**src/design/sla_pkg.sv**
```systemverilog
package sla_pkg;

  localparam int LINE_DEPTH = 32;
  localparam int FILL_W     = $clog2(LINE_DEPTH);

  localparam logic [7:0] BYTE_CTRL_C = 8'h03;
  localparam logic [7:0] BYTE_BS     = 8'h08;
  localparam logic [7:0] BYTE_LF     = 8'h0A;
  localparam logic [7:0] BYTE_CR     = 8'h0D;
  localparam logic [7:0] BYTE_CTRL_X = 8'h18;
  localparam logic [7:0] BYTE_SPACE  = 8'h20;

  typedef enum logic [2:0] {
    EV_ECHO    = 3'd0,
    EV_LINE    = 3'd1,
    EV_ACK     = 3'd2,
    EV_LONG    = 3'd3,
    EV_CANCEL  = 3'd4,
    EV_ERASE   = 3'd5,
    EV_NEWLINE = 3'd6
  } ev_kind_t;

  typedef enum logic [1:0] {
    END_NONE = 2'd0,
    END_CR   = 2'd1,
    END_LF   = 2'd2
  } end_code_t;

  typedef enum logic [2:0] {
    S_IDLE,
    S_A,
    S_B,
    S_RD,
    S_LN
  } state_t;

  typedef enum logic [1:0] {
    SEL_NONE,
    SEL_A,
    SEL_B,
    SEL_LINE
  } emit_sel_t;

  typedef struct packed {
    logic      ready;
    logic      take;
    emit_sel_t emit_sel;
    logic      rd_en;
  } ctrl_cmd_t;

  typedef struct packed {
    logic has_a;
    logic has_b;
    logic flush_nz;
    logic idx_last;
    logic out_free;
  } dp_status_t;

endpackage

```
**src/design/sla_ram.sv**
```systemverilog
module sla_ram #(
  parameter int WIDTH = 8,
  parameter int DEPTH = 32
) (
  input  logic                     clk,
  input  logic                     wr_en,
  input  logic [$clog2(DEPTH)-1:0] wr_addr,
  input  logic [WIDTH-1:0]         wr_data,
  input  logic                     rd_en,
  input  logic [$clog2(DEPTH)-1:0] rd_addr,
  output logic [WIDTH-1:0]         rd_data
);

  logic [WIDTH-1:0] mem [DEPTH];

  always_ff @(posedge clk) begin
    if (wr_en) begin
      mem[wr_addr] <= wr_data;
    end
    if (rd_en) begin
      rd_data <= mem[rd_addr];
    end
  end

endmodule

```
**src/design/sla_ctrl.sv**
```systemverilog
module sla_ctrl (
  input  logic                clk,
  input  logic                rst_n,
  input  logic                in_valid,
  input  sla_pkg::dp_status_t status,
  output sla_pkg::ctrl_cmd_t  cmd
);
  import sla_pkg::*;

  state_t state_r;
  state_t state_nxt;

  always_ff @(posedge clk) begin
    if (!rst_n) begin
      state_r <= S_IDLE;
    end else begin
      state_r <= state_nxt;
    end
  end

  always_comb begin
    state_nxt = state_r;
    case (state_r)
      S_IDLE: begin
        if (in_valid) begin
          state_nxt = S_A;
        end
      end
      S_A: begin
        if (status.has_a && !status.out_free) begin
          state_nxt = S_A;
        end else if (status.has_b) begin
          state_nxt = S_B;
        end else if (status.flush_nz) begin
          state_nxt = S_RD;
        end else begin
          state_nxt = S_IDLE;
        end
      end
      S_B: begin
        if (status.out_free) begin
          state_nxt = S_IDLE;
        end
      end
      S_RD: begin
        state_nxt = S_LN;
      end
      S_LN: begin
        if (status.out_free) begin
          state_nxt = status.idx_last ? S_IDLE : S_RD;
        end
      end
      default: begin
        state_nxt = S_IDLE;
      end
    endcase
  end

  always_comb begin
    cmd          = '0;
    cmd.emit_sel = SEL_NONE;
    case (state_r)
      S_IDLE: begin
        cmd.ready = 1'b1;
        cmd.take  = in_valid;
      end
      S_A: begin
        if (status.has_a && status.out_free) begin
          cmd.emit_sel = SEL_A;
        end
      end
      S_B: begin
        if (status.out_free) begin
          cmd.emit_sel = SEL_B;
        end
      end
      S_RD: begin
        cmd.rd_en = 1'b1;
      end
      S_LN: begin
        if (status.out_free) begin
          cmd.emit_sel = SEL_LINE;
        end
      end
      default: begin
        cmd = '0;
      end
    endcase
  end

endmodule

```
**src/design/sla_dpath.sv**
```systemverilog
module sla_dpath (
  input  logic                clk,
  input  logic                rst_n,
  input  logic                cfg_wr_en,
  input  logic                cfg_echo_enable,
  input  logic [7:0]          in_rx_byte,
  input  logic                out_stall,
  output logic                out_valid,
  output logic [2:0]          out_event_kind,
  output logic [7:0]          out_data_byte,
  output logic                out_stop_request,
  output logic                out_last,
  input  sla_pkg::ctrl_cmd_t  cmd,
  output sla_pkg::dp_status_t status
);
  import sla_pkg::*;

  logic              echo_r;
  logic [FILL_W-1:0] fill_r, fill_nxt;
  end_code_t         end_r, end_nxt;
  logic              has_a_r, has_a_nxt;
  logic              has_b_r, has_b_nxt;
  ev_kind_t          kind_a_r, kind_a_nxt;
  logic [7:0]        data_a_r, data_a_nxt;
  logic              stop_a_r, stop_a_nxt;
  ev_kind_t          kind_b_r, kind_b_nxt;
  logic [FILL_W-1:0] len_r, len_nxt;
  logic [FILL_W-1:0] idx_r, idx_nxt;
  logic              out_valid_r, out_valid_nxt;
  ev_kind_t          out_kind_r, out_kind_nxt;
  logic [7:0]        out_data_r, out_data_nxt;
  logic              out_stop_r, out_stop_nxt;
  logic              out_last_r, out_last_nxt;

  logic       printable;
  logic       is_end;
  end_code_t  code;
  logic       store_wr;
  logic [7:0] rd_data;

  assign printable = (in_rx_byte > BYTE_SPACE) && !in_rx_byte[7];
  assign is_end    = (in_rx_byte == BYTE_CR) || (in_rx_byte == BYTE_LF);
  assign code      = (in_rx_byte == BYTE_CR) ? END_CR : END_LF;
  assign store_wr  = cmd.take && printable;

  sla_ram #(
    .WIDTH(8),
    .DEPTH(LINE_DEPTH)
  ) u_store (
    .clk    (clk),
    .wr_en  (store_wr),
    .wr_addr(fill_r),
    .wr_data(in_rx_byte),
    .rd_en  (cmd.rd_en),
    .rd_addr(idx_r),
    .rd_data(rd_data)
  );

  // Work out the whole result plan for a byte at the moment it is taken.
  always_comb begin
    fill_nxt   = fill_r;
    end_nxt    = end_r;
    has_a_nxt  = has_a_r;
    has_b_nxt  = has_b_r;
    kind_a_nxt = kind_a_r;
    data_a_nxt = data_a_r;
    stop_a_nxt = stop_a_r;
    kind_b_nxt = kind_b_r;
    len_nxt    = len_r;
    idx_nxt    = idx_r;
    if (cmd.take) begin
      has_a_nxt  = 1'b0;
      has_b_nxt  = 1'b0;
      kind_a_nxt = EV_ECHO;
      data_a_nxt = 8'h00;
      stop_a_nxt = 1'b0;
      kind_b_nxt = EV_LONG;
      len_nxt    = '0;
      idx_nxt    = '0;
      if (printable) begin
        has_a_nxt  = echo_r;
        data_a_nxt = in_rx_byte;
        if (fill_r == FILL_W'(LINE_DEPTH - 1)) begin
          has_b_nxt = 1'b1;
          fill_nxt  = '0;
        end else begin
          fill_nxt = fill_r + 1'b1;
        end
      end else if (is_end) begin
        kind_a_nxt = EV_NEWLINE;
        if (fill_r != '0) begin
          has_a_nxt = echo_r;
          len_nxt   = fill_r;
          fill_nxt  = '0;
          end_nxt   = code;
        end else if (end_r == END_NONE || end_r == code) begin
          has_a_nxt  = echo_r;
          has_b_nxt  = 1'b1;
          kind_b_nxt = EV_ACK;
          end_nxt    = code;
        end else begin
          end_nxt = END_NONE;
        end
      end else if (in_rx_byte == BYTE_CTRL_C || in_rx_byte == BYTE_CTRL_X) begin
        fill_nxt   = '0;
        has_a_nxt  = 1'b1;
        kind_a_nxt = EV_CANCEL;
        data_a_nxt = in_rx_byte;
        stop_a_nxt = (in_rx_byte == BYTE_CTRL_X);
      end else if (in_rx_byte == BYTE_BS && fill_r != '0) begin
        fill_nxt   = fill_r - 1'b1;
        has_a_nxt  = 1'b1;
        kind_a_nxt = EV_ERASE;
      end
    end else if (cmd.emit_sel == SEL_LINE) begin
      idx_nxt = idx_r + 1'b1;
    end
  end

  // Output register: load on emit, drop once the transaction completes.
  always_comb begin
    out_valid_nxt = out_valid_r && out_stall;
    out_kind_nxt  = out_kind_r;
    out_data_nxt  = out_data_r;
    out_stop_nxt  = out_stop_r;
    out_last_nxt  = out_last_r;
    case (cmd.emit_sel)
      SEL_A: begin
        out_valid_nxt = 1'b1;
        out_kind_nxt  = kind_a_r;
        out_data_nxt  = data_a_r;
        out_stop_nxt  = stop_a_r;
        out_last_nxt  = !has_b_r && (len_r == '0);
      end
      SEL_B: begin
        out_valid_nxt = 1'b1;
        out_kind_nxt  = kind_b_r;
        out_data_nxt  = 8'h00;
        out_stop_nxt  = 1'b0;
        out_last_nxt  = 1'b1;
      end
      SEL_LINE: begin
        out_valid_nxt = 1'b1;
        out_kind_nxt  = EV_LINE;
        out_data_nxt  = rd_data;
        out_stop_nxt  = 1'b0;
        out_last_nxt  = status.idx_last;
      end
      default: begin
        out_kind_nxt = out_kind_r;
      end
    endcase
  end

  always_ff @(posedge clk) begin
    if (!rst_n) begin
      echo_r      <= 1'b1;
      fill_r      <= '0;
      end_r       <= END_NONE;
      has_a_r     <= 1'b0;
      has_b_r     <= 1'b0;
      len_r       <= '0;
      idx_r       <= '0;
      out_valid_r <= 1'b0;
    end else begin
      if (cfg_wr_en) begin
        echo_r <= cfg_echo_enable;
      end
      fill_r      <= fill_nxt;
      end_r       <= end_nxt;
      has_a_r     <= has_a_nxt;
      has_b_r     <= has_b_nxt;
      len_r       <= len_nxt;
      idx_r       <= idx_nxt;
      out_valid_r <= out_valid_nxt;
    end
  end

  always_ff @(posedge clk) begin
    kind_a_r   <= kind_a_nxt;
    data_a_r   <= data_a_nxt;
    stop_a_r   <= stop_a_nxt;
    kind_b_r   <= kind_b_nxt;
    out_kind_r <= out_kind_nxt;
    out_data_r <= out_data_nxt;
    out_stop_r <= out_stop_nxt;
    out_last_r <= out_last_nxt;
  end

  assign status.has_a    = has_a_r;
  assign status.has_b    = has_b_r;
  assign status.flush_nz = (len_r != '0);
  assign status.idx_last = (idx_r == len_r - 1'b1);
  assign status.out_free = !out_valid_r || !out_stall;

  assign out_valid        = out_valid_r;
  assign out_event_kind   = out_kind_r;
  assign out_data_byte    = out_data_r;
  assign out_stop_request = out_stop_r;
  assign out_last         = out_last_r;

endmodule

```
**src/design/serial_line_assembler_core.sv**
```systemverilog
// channel | direction | handshake           | payload
// in      | input     | in_valid / in_stall   | in_rx_byte
// out     | output    | out_valid / out_stall | out_event_kind, out_data_byte,
//         |           |                       | out_stop_request, out_last
// cfg     | input     | cfg_wr_en             | cfg_echo_enable
//
// A byte passes through the take state and then the decode state. The decode
// state loads the first event (echo, newline, cancel or erase) when there is
// one. An ack or too-long event adds a further state. Each flushed line byte
// passes through a read state and an emit state, since the line store read is
// registered. Ignored bytes pass through only the take and decode states.
// Reset (rst_n low, synchronous) empties the line and enables echo.
// Output stalls hold the sequencer. in_stall is low only in idle, so the next
// byte may be taken while the final result of the previous one still waits.
module serial_line_assembler_core (
  input  logic       clk,
  input  logic       rst_n,
  input  logic       cfg_wr_en,
  input  logic       cfg_echo_enable,
  input  logic       in_valid,
  output logic       in_stall,
  input  logic [7:0] in_rx_byte,
  output logic       out_valid,
  input  logic       out_stall,
  output logic [2:0] out_event_kind,
  output logic [7:0] out_data_byte,
  output logic       out_stop_request,
  output logic       out_last
);
  import sla_pkg::*;

  ctrl_cmd_t  cmd;
  dp_status_t status;

  assign in_stall = !cmd.ready;

  sla_ctrl u_ctrl (
    .clk     (clk),
    .rst_n   (rst_n),
    .in_valid(in_valid),
    .status  (status),
    .cmd     (cmd)
  );

  sla_dpath u_dpath (
    .clk             (clk),
    .rst_n           (rst_n),
    .cfg_wr_en       (cfg_wr_en),
    .cfg_echo_enable (cfg_echo_enable),
    .in_rx_byte      (in_rx_byte),
    .out_stall       (out_stall),
    .out_valid       (out_valid),
    .out_event_kind  (out_event_kind),
    .out_data_byte   (out_data_byte),
    .out_stop_request(out_stop_request),
    .out_last        (out_last),
    .cmd             (cmd),
    .status          (status)
  );

endmodule
```
**config.mk**
```make
export PLATFORM = sky130hd
export DESIGN_NAME = serial_line_assembler_core
export DESIGN_NICKNAME = d
export VERILOG_FILES = /design/src/design/sla_pkg.sv /design/src/design/sla_ram.sv /design/src/design/sla_ctrl.sv /design/src/design/sla_dpath.sv /design/src/design/serial_line_assembler_core.sv
export SDC_FILE = /design/constraint.sdc
export NUM_CORES = 1
export LEC_CHECK = 0
export BUFFER_PORTS_ARGS = -buffer_cell sky130_fd_sc_hd__buf_2
export CAP_MARGIN = 10
export CORE_MARGIN = 1
export CORE_UTILIZATION = 50
export DETAILED_ROUTE_END_ITERATION = 12
export GPL_TIMING_DRIVEN = 0
export MAX_ROUTING_LAYER = met4
export PLACE_DENSITY = 0.66
export SLEW_MARGIN = 5
export SYNTH_ARGS = -nofsm -noshare
export SYNTH_HDL_FRONTEND = slang
export SYNTH_HIERARCHICAL = 1
export SYNTH_SLANG_ARGS = --single-unit
```
**constraint.sdc**
```tcl
create_clock -name clk -period 3.8 [get_ports clk]
set_input_delay 0.76 -clock clk [delete_from_list [all_inputs] [get_ports clk]]
set_output_delay 0.76 -clock clk [all_outputs]
set_load 0.03 [all_outputs]
```
## Word-level counts from Yosys, hierarchy flattened

Memory sizes are Yosys's and may differ from the RTL's. A register that Yosys moved wholly into a read port is not among the register bits.
Cells that the tools add are included.

| storage, ports and cells | value |
|---|---|
| flip-flop bits (word level) | 52 |
| RAM bits | 256 |
| word-level logic and storage cells | 132 |
| memories | 1 |

| operators by class | value |
|---|---|
| $add $sub $neg | 4 |
| order comparisons | 1 |
| equal/unequal tests | 19 |
| muxes and demuxes | 51 |
| bitwise operators | 4 |
| reduce and logical (&&, ||, !) cells | 34 |

Memories:

| memory | words | bits a word | rd ports | clocked after Yosys merged registers in | wr ports | RTL line | text |
|---|---|---|---|---|---|---|---|
| u_dpath.u_store.mem | 32 | 8 | 1 | 1 | 1 | sla_ram.sv:14 | `logic [WIDTH-1:0] mem [DEPTH];` |

Operator list:

| cell | number |
|---|---|
| 5-bit two-way mux | 9 |
| 8-bit by 4-bit equality test with 1-bit output, second input constant | 3 |
| 3-bit two-way mux | 8 |
| 8-bit two-way mux | 3 |
| 8-bit one-hot mux with 3 select lines | 1 |
| 1-bit two-way mux | 17 |
| 2-bit two-way mux | 8 |
| 3-bit one-hot mux with 5 select lines | 1 |
| 3-bit OR reduction | 4 |
| 5-bit by 1-bit adder with 5-bit output, second input constant | 2 |
| 5-bit nonzero test | 2 |
| 5-bit by 1-bit subtractor with 5-bit output, second input constant | 2 |
| 3-bit one-hot mux with 3 select lines | 1 |
| 3-bit AND reduction | 3 |
| 8-bit by 2-bit equality test with 1-bit output, second input constant | 1 |
| 8-bit by 5-bit equality test with 1-bit output, second input constant | 1 |
| 8-bit by 6-bit > comparator with 1-bit output, second input constant | 1 |
| 1-bit logical AND | 7 |
| 3-bit by 2-bit equality test with 1-bit output, second input constant | 2 |
| 1-bit logical NOT | 6 |
| 2-bit one-hot mux with 3 select lines | 1 |
| 5-bit equality test | 1 |
| 5-bit equality test, second input constant | 1 |
| 5-bit logical NOT | 1 |
| other kinds (18) | 27 |

## Longest topological paths before layout

Gate-level depths: netlist (run 1).

| depth | value |
|---|---|
| word-level depth | 8 |
| depth in mapped cells | 9 |
| mapped depth without buffers | 7 |

## Modules after synthesis

The synthesis (run 1) kept the hierarchy.

By module, submodules not included:

| module | times used | cells each | area an instance (um^2) | seq. area each (um^2) |
|---|---|---|---|---|
| sla_ram | 1 | 417 | 10133.5 | 7927.6 |
| sla_dpath | 1 | 267 | 2570.0 | 1201.2 |
| sla_ctrl | 1 | 30 | 249.0 | 60.1 |
| serial_line_assembler_core | 1 | 1 | 3.8 | 0.0 |

## Worst setup path before layout (run 1)

No wires, ideal clock.

| timing path | value |
|---|---|
| path type | in2reg |
| start | input port in_rx_byte[4] |
| end | memory u_dpath.u_store.mem[0][0] (enable) |
| arrival time | 2.809 ns |
| data required time | 3.430 ns |
| path slack | 0.621 ns |
| stages | 7 |
| buffers on the path | 2 |
| cell sequence | clkbuf_1 > nor4_2 > a211oi_2 > and2_1 > or3b_2 > clkbuf_1 > nor2_1 |

| between the ends | value |
|---|---|
| longest elaborated chain between the ends | 5 |

RTL lines:

| element | RTL line | text |
|---|---|---|
| from (decl) | serial_line_assembler_core.sv:22 | `input logic [7:0] in_rx_byte,` |
| 8-bit by 6-bit > comparator with 1-bit output | sla_dpath.sv:41 | `assign printable = (in_rx_byte > BYTE_SPACE) && !in_rx_byte[7];` |
| 1-bit logical AND | sla_dpath.sv:41 |  |
| 1-bit logical AND | sla_dpath.sv:44 | `assign store_wr = cmd.take && printable;` |
| named net u_dpath.store_wr | sla_dpath.sv:38 | `logic store_wr;` |
| 1-bit two-way mux | sla_ram.sv:17 | `if (wr_en) begin` |
| 1-bit two-way mux (not written as such) | sla_ram.sv:18 | `mem[wr_addr] <= wr_data;` |
| to (decl) | sla_ram.sv:14 |  |

The timed path passes the listed nets, and every way through them passes these cells.

## Worst setup path after layout (run 1)

| timing path | value |
|---|---|
| start | input port in_rx_byte[2] |
| end | memory u_dpath.u_store.mem[8][2] (enable) |

The elaborated chain is that of the path after synthesis.

==> results.md, run 1 <==
* Final hold vios at 0
* Largest net degree at the start of global routing at 42
* Maximum VDD drop at 0.410 mV
* P_int at 5.56 mW
* Final setup fails at 0
* Reg power frac at 54.6%
* Post-route ant nets at 0
* Grt ovf at 0
* Synth area leader: edfxtp_1
* Crit-path max cell delay at 540 ps
* Critical-path top delay cell: nor2_2
* Post-synth top area share at 67.2%
* Largest delay contributor family on the critical path: simple AND/OR/NAND/NOR gates
* Hold_buf cts at 0
* Final Total Pwr at 7.00 mW
* CP max FO at 33
* PwrDens at 481 nW/µm²
* DRT Pass-1 Iters at 5
* DP HPWL at 17800 µm
* Wirelength, routed at 27300 µm
* Hold Slack at 433 ps
* Fillers at 1891
* Tot GR Track Use at 22.0%
* CTS H-tree depth at 1
* Most instantiated cells after synthesis: edfxtp_1 (290), mux4_2 (80), nor2_1 (49), nand2_1 (28), dfxtp_1 (24)
* Max Cap Viol at 0
* Syn avg cell area at 18.1 µm²
* Status: completed
* Setup ws final at 149 ps
* CP endpoint kind: register
* Clock Tree Root: clkbuf_16
* Critical path class: input pin to register
* Worst Path Arrival at 3840 ps
* Switch Pwr at 1.44 mW
* Required @ worst endpoint at 3990 ps
* Fmax at 0.274 GHz
* Clock sinks at 314
* Ys flop type: edfxtp_1
* DR DRC count at 0
* FFs w/ async S/R, synth at 0%
* Initial drt markers at 563
* Setup Total Neg Slack at 0 ps
* Initial antenna violation count at 0
* Clk_lat worst skew at 560 ps
* Layout Skew at 9.48 ps
* CP cell instances: buf_4, clkbuf_1, nor4_2, a211oi_4, and2_1, or3b_2, clkbuf_1, nor2_2
* Mapped Area at 13000 µm²
* Switching Share at 20.5%
* Pre-CTS WS at -906 ps
* Max Root-Sink Buffers at 3
* Sequential Area at 9190 µm²
* Antenna fix cells at 0
* # port buffers at 28
* WP buf/inv at 3
* Pins Over Slew Limit at 0
* Leakage at 4.47 nW
* Core Box Area at 25300 µm²
* FF+latch count, synth at 314
* Max-slew headroom at 39.9%
* Unrepaired setup endpoints after global routing: true
* Clock share of power at 42.1%
* Most numerous cell in the Yosys netlist: edfxtp_1
* Chip Height at 163 µm
* Setup crit start kind: input pin
* Final Cell Area at 14500 µm²
* Post-Syn Nets at 734
* CTS tree: yes
* Synth cell types at 69
* Vias in the first global route at 6920
* Starting Density at 51.2%
* Multi-input logic area at 3530 µm²
* Hold Path Class: input pin to register
* Largest cells by area after synthesis: edfxtp_1 (67%), mux4_2 (14%), dfxtp_1 (3.7%)
* DR WL/cell at 24.2 µm
* Yosys warns at 6
* First-pass GRT wire length at 41600 µm
* Clock slew at reported path FFs at 60 ps
* Die W at 163 µm
* Share of layout cells above drive strength 1 at 25.6%
* Num CTS Buffers at 31
* Die footprint at 26600 µm²
* Row cnt at 58
* Cells after synthesis at 715
* Tcrit/Tclk final at 96.1%
* Worst-Margin Slew at 898 ps
* Minimum clock period at 3650 ps
* Via/cell ratio at 6.05
* Synth-to-Final Area Change at 12.2%
* Sequential-to-total area share from yosys stat at 70.9%
* Critical path's most frequent cell: clkbuf_1
* Nets at 795
* Via count at 6844
* Top-level I/O count at 29
* Gp weighted congestion at 0.870
* Gate power share at 3.4%
* Post-CTS setup buffer count at 0
* DP Area at 13500 µm²
* Number of synthesized flops with an enable pin at 290
==> worst register-to-register path: stages, from the launching register on <==
cell and delay [ps]:
dfxtp_1 320, buf_2 180, nor3_1 230, and2_2 410
buf_2 300, and2_1 240, or3b_2 450, clkbuf_1 370
nor2_2 540
==> final cells by class <==
| cell class | instances | share of cell area (%) |
|---|---|---|
| inverter | 18 | 0.465 |
| clock buffer | 32 | 5.36 |
| timing repair buffer | 28 | 1.05 |
| buffer | 39 | 1.43 |
| sequential | 314 | 63.2 |
| multi-input combinational | 344 | 24.2 |
| tap | 330 | 2.84 |
| clock inverter | 26 | 1.42 |
==> kinds of logic after synthesis <==
kind of cell / share of synthesized area (%)
simple gates: 7.03
fa+ha+maj: 0.483
mux: 14.7
other cells: 0.0289
buf+inv: 2.12
xor+xnor: 0.879
compound gates: 3.85
flops: 70.9
==> power groups by stage <==
| stage | Clock [mW] | Sequential (mW) | Combinational (mW) |
|---|---|---|---|
| floorplan | 0 | 3.89 | 0.125 |
| global route | 3.14 | 3.82 | 0.257 |
| finish | 2.94 | 3.82 | 0.236 |
| global placement | 0 | 3.89 | 0.221 |
| detailed placement | 0 | 3.89 | 0.230 |
| CTS | 3.01 | 3.82 | 0.235 |
==> stage by stage <==
step	std cells	utilization, %
final	1131	57.4
after global routing	1131	57.4
after CTS	1131	57.4
after detailed placement	1073	53.3
after global placement	1073	53.3
after floorplan	715	-
==> timing repair <==
action	in CTS	in global routing
endpoints found under the hold margin	0	0
resized for setup	11	5
endpoints found under the setup margin	256	145
==> registers in the layout, summed over array words and instances, names as in the netlist, 2 cells and up <==
register / cells
u_dpath/end_r: 2
u_dpath/u_store/mem: 256
u_dpath/out_data_byte: 8
u_dpath/idx_r: 5
u_dpath/kind_a_r: 3
u_dpath/out_event_kind: 3
u_ctrl/state_r: 3
u_dpath/data_a_r: 8
u_dpath/fill_r: 5
u_dpath/u_store/rd_data: 8
u_dpath/len_r: 5
==> cells in the final DEF, fill, tap and decap left out, types with 13 or more instances in the layout <==
master,instances
edfxtp_1,290
mux4_2,80
nor2_1,41
clkbuf_16,31
buf_2,30
nand2_1,28
dfxtp_1,24
inv_1,18
clkbuf_1,16
nand2b_1,15
a21oi_1,14
nand3_1,13
==> final timing paths <==
kind | start | cells after the start | to | slack, ps
max reg2reg | u_ctrl/state_r[1] | 8 | u_dpath/u_store/mem[8][2] | 410
min reg2reg | u_dpath/end_r[1] | 2 | u_dpath/end_r[1] | 480
max | in_rx_byte[2] | 8 | u_dpath/u_store/mem[8][2] | 150
min | cfg_wr_en | 2 | u_dpath/echo_r | 430
==> routing by layer <==
metal | vias to the layer above | share of wire, % | global-route usage, %
met5 | - | 0 | -
met4 | 0 | 2.4 | 6.16
met3 | 49 | 5.3 | 2.55
met2 | 231 | 51 | 35.6
met1 | 3577 | 42 | 29.9
li1 | 2987 | - | -
Note: power is estimated with default switching activity, not from simulation.
==> run 2: changes to the inputs <==
--- a/config.mk
+++ b/config.mk
@@ -5,14 +5,14 @@
 export SDC_FILE = /design/constraint.sdc
 export NUM_CORES = 1
 export LEC_CHECK = 0
+export ABC_AREA = 0
 export BUFFER_PORTS_ARGS = -buffer_cell sky130_fd_sc_hd__buf_2
 export CAP_MARGIN = 10
 export CORE_MARGIN = 1
-export CORE_UTILIZATION = 50
+export CORE_UTILIZATION = 45
 export DETAILED_ROUTE_END_ITERATION = 12
 export GPL_TIMING_DRIVEN = 0
 export MAX_ROUTING_LAYER = met4
-export PLACE_DENSITY = 0.66
 export SLEW_MARGIN = 5
 export SYNTH_ARGS = -nofsm -noshare
 export SYNTH_HDL_FRONTEND = slang
==> run 2 against run 1 <==
Compared with the run above: global-route usage decreased by 2.1 points; maximum frequency increased by 0.37%; sequential power about the same; worst hold slack better by 1.1 ps; cell count increased by 4.3%; sequential share of layout area is 0.21 points lower; critical path depth fell by 1; sequential cell count is the same; utilization is 5.5 points lower; critical path type unchanged; largest cell class unchanged; largest power group unchanged.
==> results.md, run 2 (synthesized netlist as in run 1, its figures left out) <==
* Clock sinks at 314 (unchanged)
* Num CTS Buffers at 31 (unchanged)
* Status: completed (unchanged)
* DR WL/cell at 23.2 µm (was 24.2 µm)
* Hold Path Depth at 2 (unchanged)
* Largest Register: u_dpath/u_store/mem (unchanged)
* Tot GR Track Use at 19.9% (was 22.0%)
* CP endpoint kind: register (unchanged)
* Hold_buf cts at 0 (unchanged)
* Crit-path max cell delay at 820 ps (was 540 ps)
* R2R depth at 7 (was 8)
* Core Box Area at 28100 µm² (was 25300 µm²)
* Grt ovf at 0 (unchanged)
* Top-level I/O count at 29 (unchanged)
* Minimum clock period at 3640 ps (was 3650 ps)
* CP cell instances: buf_4, clkbuf_1, nor4_2, a211oi_4, and2_1, nand3b_1, nor2_1 (was buf_4, clkbuf_1, nor4_2, a211oi_4, and2_1, or3b_2, clkbuf_1, nor2_2)
* Die W at 172 µm (was 163 µm)
* Hold Path Class: input pin to register (unchanged)
* Required @ worst endpoint at 3970 ps (was 3990 ps)
* Critical path class: input pin to register (unchanged)
* Post-route ant nets at 0 (unchanged)
* Final hold vios at 0 (unchanged)
* DP HPWL at 18100 µm (was 17800 µm)
* Clk_lat worst skew at 560 ps (about the same)
* Fillers at 2318 (was 1891)
* Setup Total Neg Slack at 0 ps (unchanged)
* Post-CTS setup buffer count at 0 (unchanged)
* Max-slew headroom at 40.2% (was 39.9%)
* Max Root-Sink Buffers at 3 (unchanged)
* Initial drt markers at 502 (was 563)
* PwrDens at 469 nW/µm² (was 481 nW/µm²)
* Critical-path top delay cell: nor2_1 (was nor2_2)
* Non-Filler Instances at 1180 (was 1131)
* Leakage at 4.44 nW (was 4.47 nW)
* Die footprint at 29500 µm² (was 26600 µm²)
* CTS tree: yes (unchanged)
* Via count at 6722 (was 6844)
* Max FFs per register at 256 (unchanged)
* Setup ws final at 162 ps (was 149 ps)
* CP max FO at 34 (was 33)
* Share of layout cells above drive strength 1 at 25.4% (was 25.6%)
* Worst Path Arrival at 3810 ps (was 3840 ps)
* Pins Over Slew Limit at 0 (unchanged)
* Nets at 794 (was 795)
* DP Area at 13600 µm² (was 13500 µm²)
* PostCTS Resize Cnt at 19 (was 11)
* Tcrit/Tclk final at 95.7% (was 96.1%)
* Final Total Pwr at 6.84 mW (was 7.00 mW)
* Initial antenna violation count at 2 (was 0)
* DR DRC count at 0 (unchanged)
* End-of-flow core utilization at 51.9% (was 57.4%)
* Final setup fails at 0 (unchanged)
* Gp weighted congestion at 0.828 (was 0.870)
* Largest net degree at the start of global routing at 42 (unchanged)
* Chip Height at 172 µm (was 163 µm)
* First-pass GRT wire length at 41100 µm (was 41600 µm)
* Final Cell Area at 14600 µm² (was 14500 µm²)
* Clock Tree Root: clkbuf_16 (unchanged)
* Synth-to-Final Area Change at 12.6% (was 12.2%)
* Max Cap Viol at 0 (unchanged)
* Commonest non-fill, non-tap cell in the layout: edfxtp_1 (unchanged)
* Wirelength, routed at 27300 µm (about the same)
* Layout Skew at 20.8 ps (was 9.48 ps)
* CTS H-tree depth at 1 (unchanged)
* # port buffers at 28 (unchanged)
* Starting Density at 46.1% (was 51.2%)
* Most frequent cells in the layout: edfxtp_1 (290), mux4_2 (80), nor2_1 (38) (was edfxtp_1 (290), mux4_2 (80), nor2_1 (41))
* Worst-Margin Slew at 896 ps (was 898 ps)
* Unrepaired setup endpoints after global routing: true (unchanged)
* Fmax at 0.275 GHz (was 0.274 GHz)
* Setup crit start kind: input pin (unchanged)
* Pre-CTS WS at -988 ps (was -906 ps)
* Hold Slack at 434 ps (was 433 ps)
* Clock slew at reported path FFs at 60 ps (about the same)
* Placed insts at 1121 (was 1073)
* Vias in the first global route at 6753 (was 6920)
* Via/cell ratio at 5.70 (was 6.05)
* Maximum VDD drop at 0.371 mV (was 0.410 mV)
* DRT Pass-1 Iters at 4 (was 5)
* Row cnt at 61 (was 58)
## run 2: changes by cell type in the layout (fill, tap and decap cells not counted)
cell       before  now
nor2_1         41   38
bufinv_16       3    1
diode_2         0    2
clkinv_2        7    4
nor2_2          7    3
clkbuf_1       16   22
clkinv_1       11    9
nor2_4          1    8
## run 2: final cells by class
cell class              instances  area [µm²]  area share [%]
multi-input cells             344        3570            24.5
repair buffers                 28         153            1.05
clock inverters                19         124           0.849
clock buffers                  39         806            5.52
flip-flops and latches        314        9190            63.0
well taps                     378         473            3.24
plain buffers                  38         204            1.40
inverters                      18        67.6           0.463
diodes                          2        5.00          0.0343
## run 2: worst paths after layout
kind | startpoint | end | slack, ps
min reg2reg | u_dpath/end_r[0] | u_dpath/end_r[0] | 490
min | cfg_wr_en | u_dpath/echo_r | 430
max | in_rx_byte[4] | u_dpath/u_store/mem[17][0] | 160
max reg2reg | u_ctrl/state_r[1] | u_dpath/u_store/mem[17][0] | 410
## run 2: power breakdown
| part | total, mW | internal (mW) | switching, mW |
|---|---|---|---|
| combinational | 0.238 | 0.0736 | 0.164 |
| sequential | 3.82 | 3.80 | 0.0165 |
| clock | 2.79 | 1.57 | 1.22 |
## run 2: routing by layer
layer | vias up | share of wire [%] | global-route usage, %
li1 | 2994 | - | -
met1 | 3477 | 43 | 26.2
met2 | 195 | 49 | 32.2
met3 | 56 | 4.9 | 3.06
met4 | 0 | 2.7 | 5.71
met5 | - | 0 | -
## run 2: critical path, delay by kind of cell
kind | cells | cell delay (ps)
compound gates | 1 | 500
simple gates | 4 | 1790
buf+inv | 2 | 730
==> run 3: changes to the inputs <==
--- a/config.mk
+++ b/config.mk
@@ -13,7 +13,7 @@
 export DETAILED_ROUTE_END_ITERATION = 12
 export GPL_TIMING_DRIVEN = 0
 export MAX_ROUTING_LAYER = met4
-export SLEW_MARGIN = 5
+export RECOVER_POWER = 50
 export SYNTH_ARGS = -nofsm -noshare
 export SYNTH_HDL_FRONTEND = slang
 export SYNTH_HIERARCHICAL = 1
==> run 3 against run 2 <==
Compared with the run above: worst hold slack improved by 1.9 ps; clock power barely moved; sequential power is essentially flat; register-to-register slack lost 60 ps; via count decreased by 0.43%; first-iteration DRC count down 3.0%; critical path type unchanged; clock-buffer cell count did not move; total power about the same.
==> results.md, run 3 (synthesized netlist as in run 1, its figures left out) <==
* Wirelength, routed at 27300 µm (about the same)
* Leakage at 4.39 nW (was 4.44 nW)
* Share of layout cells above drive strength 1 at 23.3% (was 25.4%)
* CP cell instances: buf_4, clkbuf_1, nor4_2, a211oi_4, and2_1, nand3b_1, nor2_1 (unchanged)
* Setup crit start kind: input pin (unchanged)
* Gp weighted congestion at 0.828 (unchanged)
* Pins Over Slew Limit at 0 (unchanged)
* CTS tree: yes (unchanged)
* Grt ovf at 0 (unchanged)
* Via/cell ratio at 5.67 (was 5.70)
* Critical path class: input pin to register (unchanged)
* Placed insts at 1121 (unchanged)
* First-pass GRT wire length at 41100 µm (unchanged)
* Clock Tree Root: clkbuf_16 (unchanged)
* Core Box Area at 28100 µm² (unchanged)
* Vias in the first global route at 6753 (unchanged)
* Hold Path Class: input pin to register (unchanged)
* Tcrit/Tclk final at 95.5% (was 95.7%)
* Top sig layer: met4 (unchanged)
* DRT Pass-1 Iters at 5 (was 4)
* DR DRC count at 0 (unchanged)
* Layout Skew at 20.9 ps (was 20.8 ps)
* Max Root-Sink Buffers at 3 (unchanged)
* Via count at 6693 (was 6722)
* # port buffers at 28 (unchanged)
* Maximum VDD drop at 0.371 mV (about the same)
* Starting Density at 46.1% (unchanged)
* CP max FO at 34 (unchanged)
* Met2 WL at 13500 µm (about the same)
* Initial drt markers at 487 (was 502)
* Fillers at 2325 (was 2318)
* Fmax at 0.276 GHz (was 0.275 GHz)
* Post-Route M1 WL at 11800 µm (about the same)
* Clk_lat worst skew at 560 ps (about the same)
* Sequential Area at 9190 µm² (unchanged)
* Final hold vios at 0 (unchanged)
* Max Cap Viol at 0 (unchanged)
* Commonest non-fill, non-tap cell in the layout: edfxtp_1 (unchanged)
* Post-route ant nets at 0 (unchanged)
* Unrepaired setup endpoints after global routing: true (unchanged)
* DR WL/cell at 23.2 µm (about the same)
* Initial antenna violation count at 2 (unchanged)
* Synth-to-Final Area Change at 12.4% (was 12.6%)
* Die W at 172 µm (unchanged)
* Chip Height at 172 µm (unchanged)
* Hold Slack at 436 ps (was 434 ps)
* PwrDens at 470 nW/µm² (was 469 nW/µm²)
* Clock sinks at 314 (unchanged)
* Row cnt at 61 (unchanged)
* Nets at 794 (unchanged)
* R2R depth at 7 (unchanged)
* Final setup fails at 0 (unchanged)
* Non-Filler Instances at 1180 (unchanged)
* Tot GR Track Use at 19.9% (unchanged)
* CTS H-tree depth at 1 (unchanged)
* WL met3 at 1300 µm (was 1340 µm)
* Top-level I/O count at 29 (unchanged)
* Die footprint at 29500 µm² (unchanged)
* Max FFs per register at 256 (unchanged)
* Num CTS Buffers at 31 (unchanged)
* Worst-Margin Slew at 909 ps (was 896 ps)
* Worst Path Arrival at 3800 ps (was 3810 ps)
* Largest Register: u_dpath/u_store/mem (unchanged)
* Minimum clock period at 3630 ps (was 3640 ps)
* Largest net degree at the start of global routing at 42 (unchanged)
* Most frequent cells in the layout: edfxtp_1 (290), mux4_2 (80), clkbuf_1 (38), nor2_1 (38), clkbuf_16 (31) (was edfxtp_1 (290), mux4_2 (80), nor2_1 (38))
* Hold Path Depth at 2 (unchanged)
* CP endpoint kind: register (unchanged)
* DP HPWL at 18100 µm (unchanged)
* Required @ worst endpoint at 3970 ps (about the same)
* Max-slew headroom at 39.4% (was 40.2%)
* Status: completed (unchanged)
* Critical-path top delay cell: nor2_1 (unchanged)
* Post-CTS setup buffer count at 0 (unchanged)
* Clock slew at reported path FFs at 60 ps (about the same)
* Crit-path max cell delay at 820 ps (about the same)
* Multi-input logic area at 3560 µm² (was 3570 µm²)
==> run 3: layout make-up <==
cell class	instances	share of cell area (%)
diodes	2	0.0344
plain buffers	38	1.39
clock buffers	39	5.54
clock inverters	19	0.851
inverters	18	0.464
multi-input cells	344	24.4
flip-flops and latches	314	63.1
well taps	378	3.25
repair buffers	28	0.920
==> run 3: final timing paths <==
kind                     start                         end  slack [ps]
max reg2reg  u_ctrl/state_r[1]  u_dpath/u_store/mem[17][0]         350
min reg2reg   u_dpath/end_r[0]            u_dpath/end_r[0]         490
max              in_rx_byte[4]  u_dpath/u_store/mem[17][0]         170
min                  cfg_wr_en              u_dpath/echo_r         440
==> run 3: report_power, final <==
group | internal, mW | leakage, nW | total [mW] | switching (mW)
Clock | 1.57 | 0.445 | 2.79 | 1.22
Sequential | 3.80 | 2.81 | 3.82 | 0.0166
Combinational | 0.0725 | 1.13 | 0.236 | 0.164
==> run 3: routing by layer <==
layer,GRT usage (%),vias to the layer above
met4,5.71,0
met1,26.2,3460
met3,3.06,56
met2,32.2,186
li1,-,2991
met5,-,-
==> run 3: worst max-delay path: cells and delay by family <==
family / cells / cell delay, ps
buffers and inverters: 2 / 740
and+or+nand+nor: 4 / 1790
AOI/OAI and AO/OA: 1 / 490
==> run 3: timing repair <==
item                       in CTS  in global routing
pin swaps                       0                  0
hold buffers                    0                  0
setup endpoints to repair     243                187
resized for setup              19                  7
==> run 3: metrics by stage <==
step           instance area [µm²]  utilization (%)  setup slack (ps)  total power, mW  setup TNS, ps
2_1_floorplan                13000                -               621             4.02              0
3_3_place_gp                 13600             48.3              -781             4.11        -142580
3_5_place_dp                 13600             48.3              -988             4.12        -189370
4_1_cts                      14600             51.9              6.46             6.90              0
5_1_grt                      14600             51.8             -2.14             7.06          -3.15
6_report                     14600             51.8               172             6.84              0
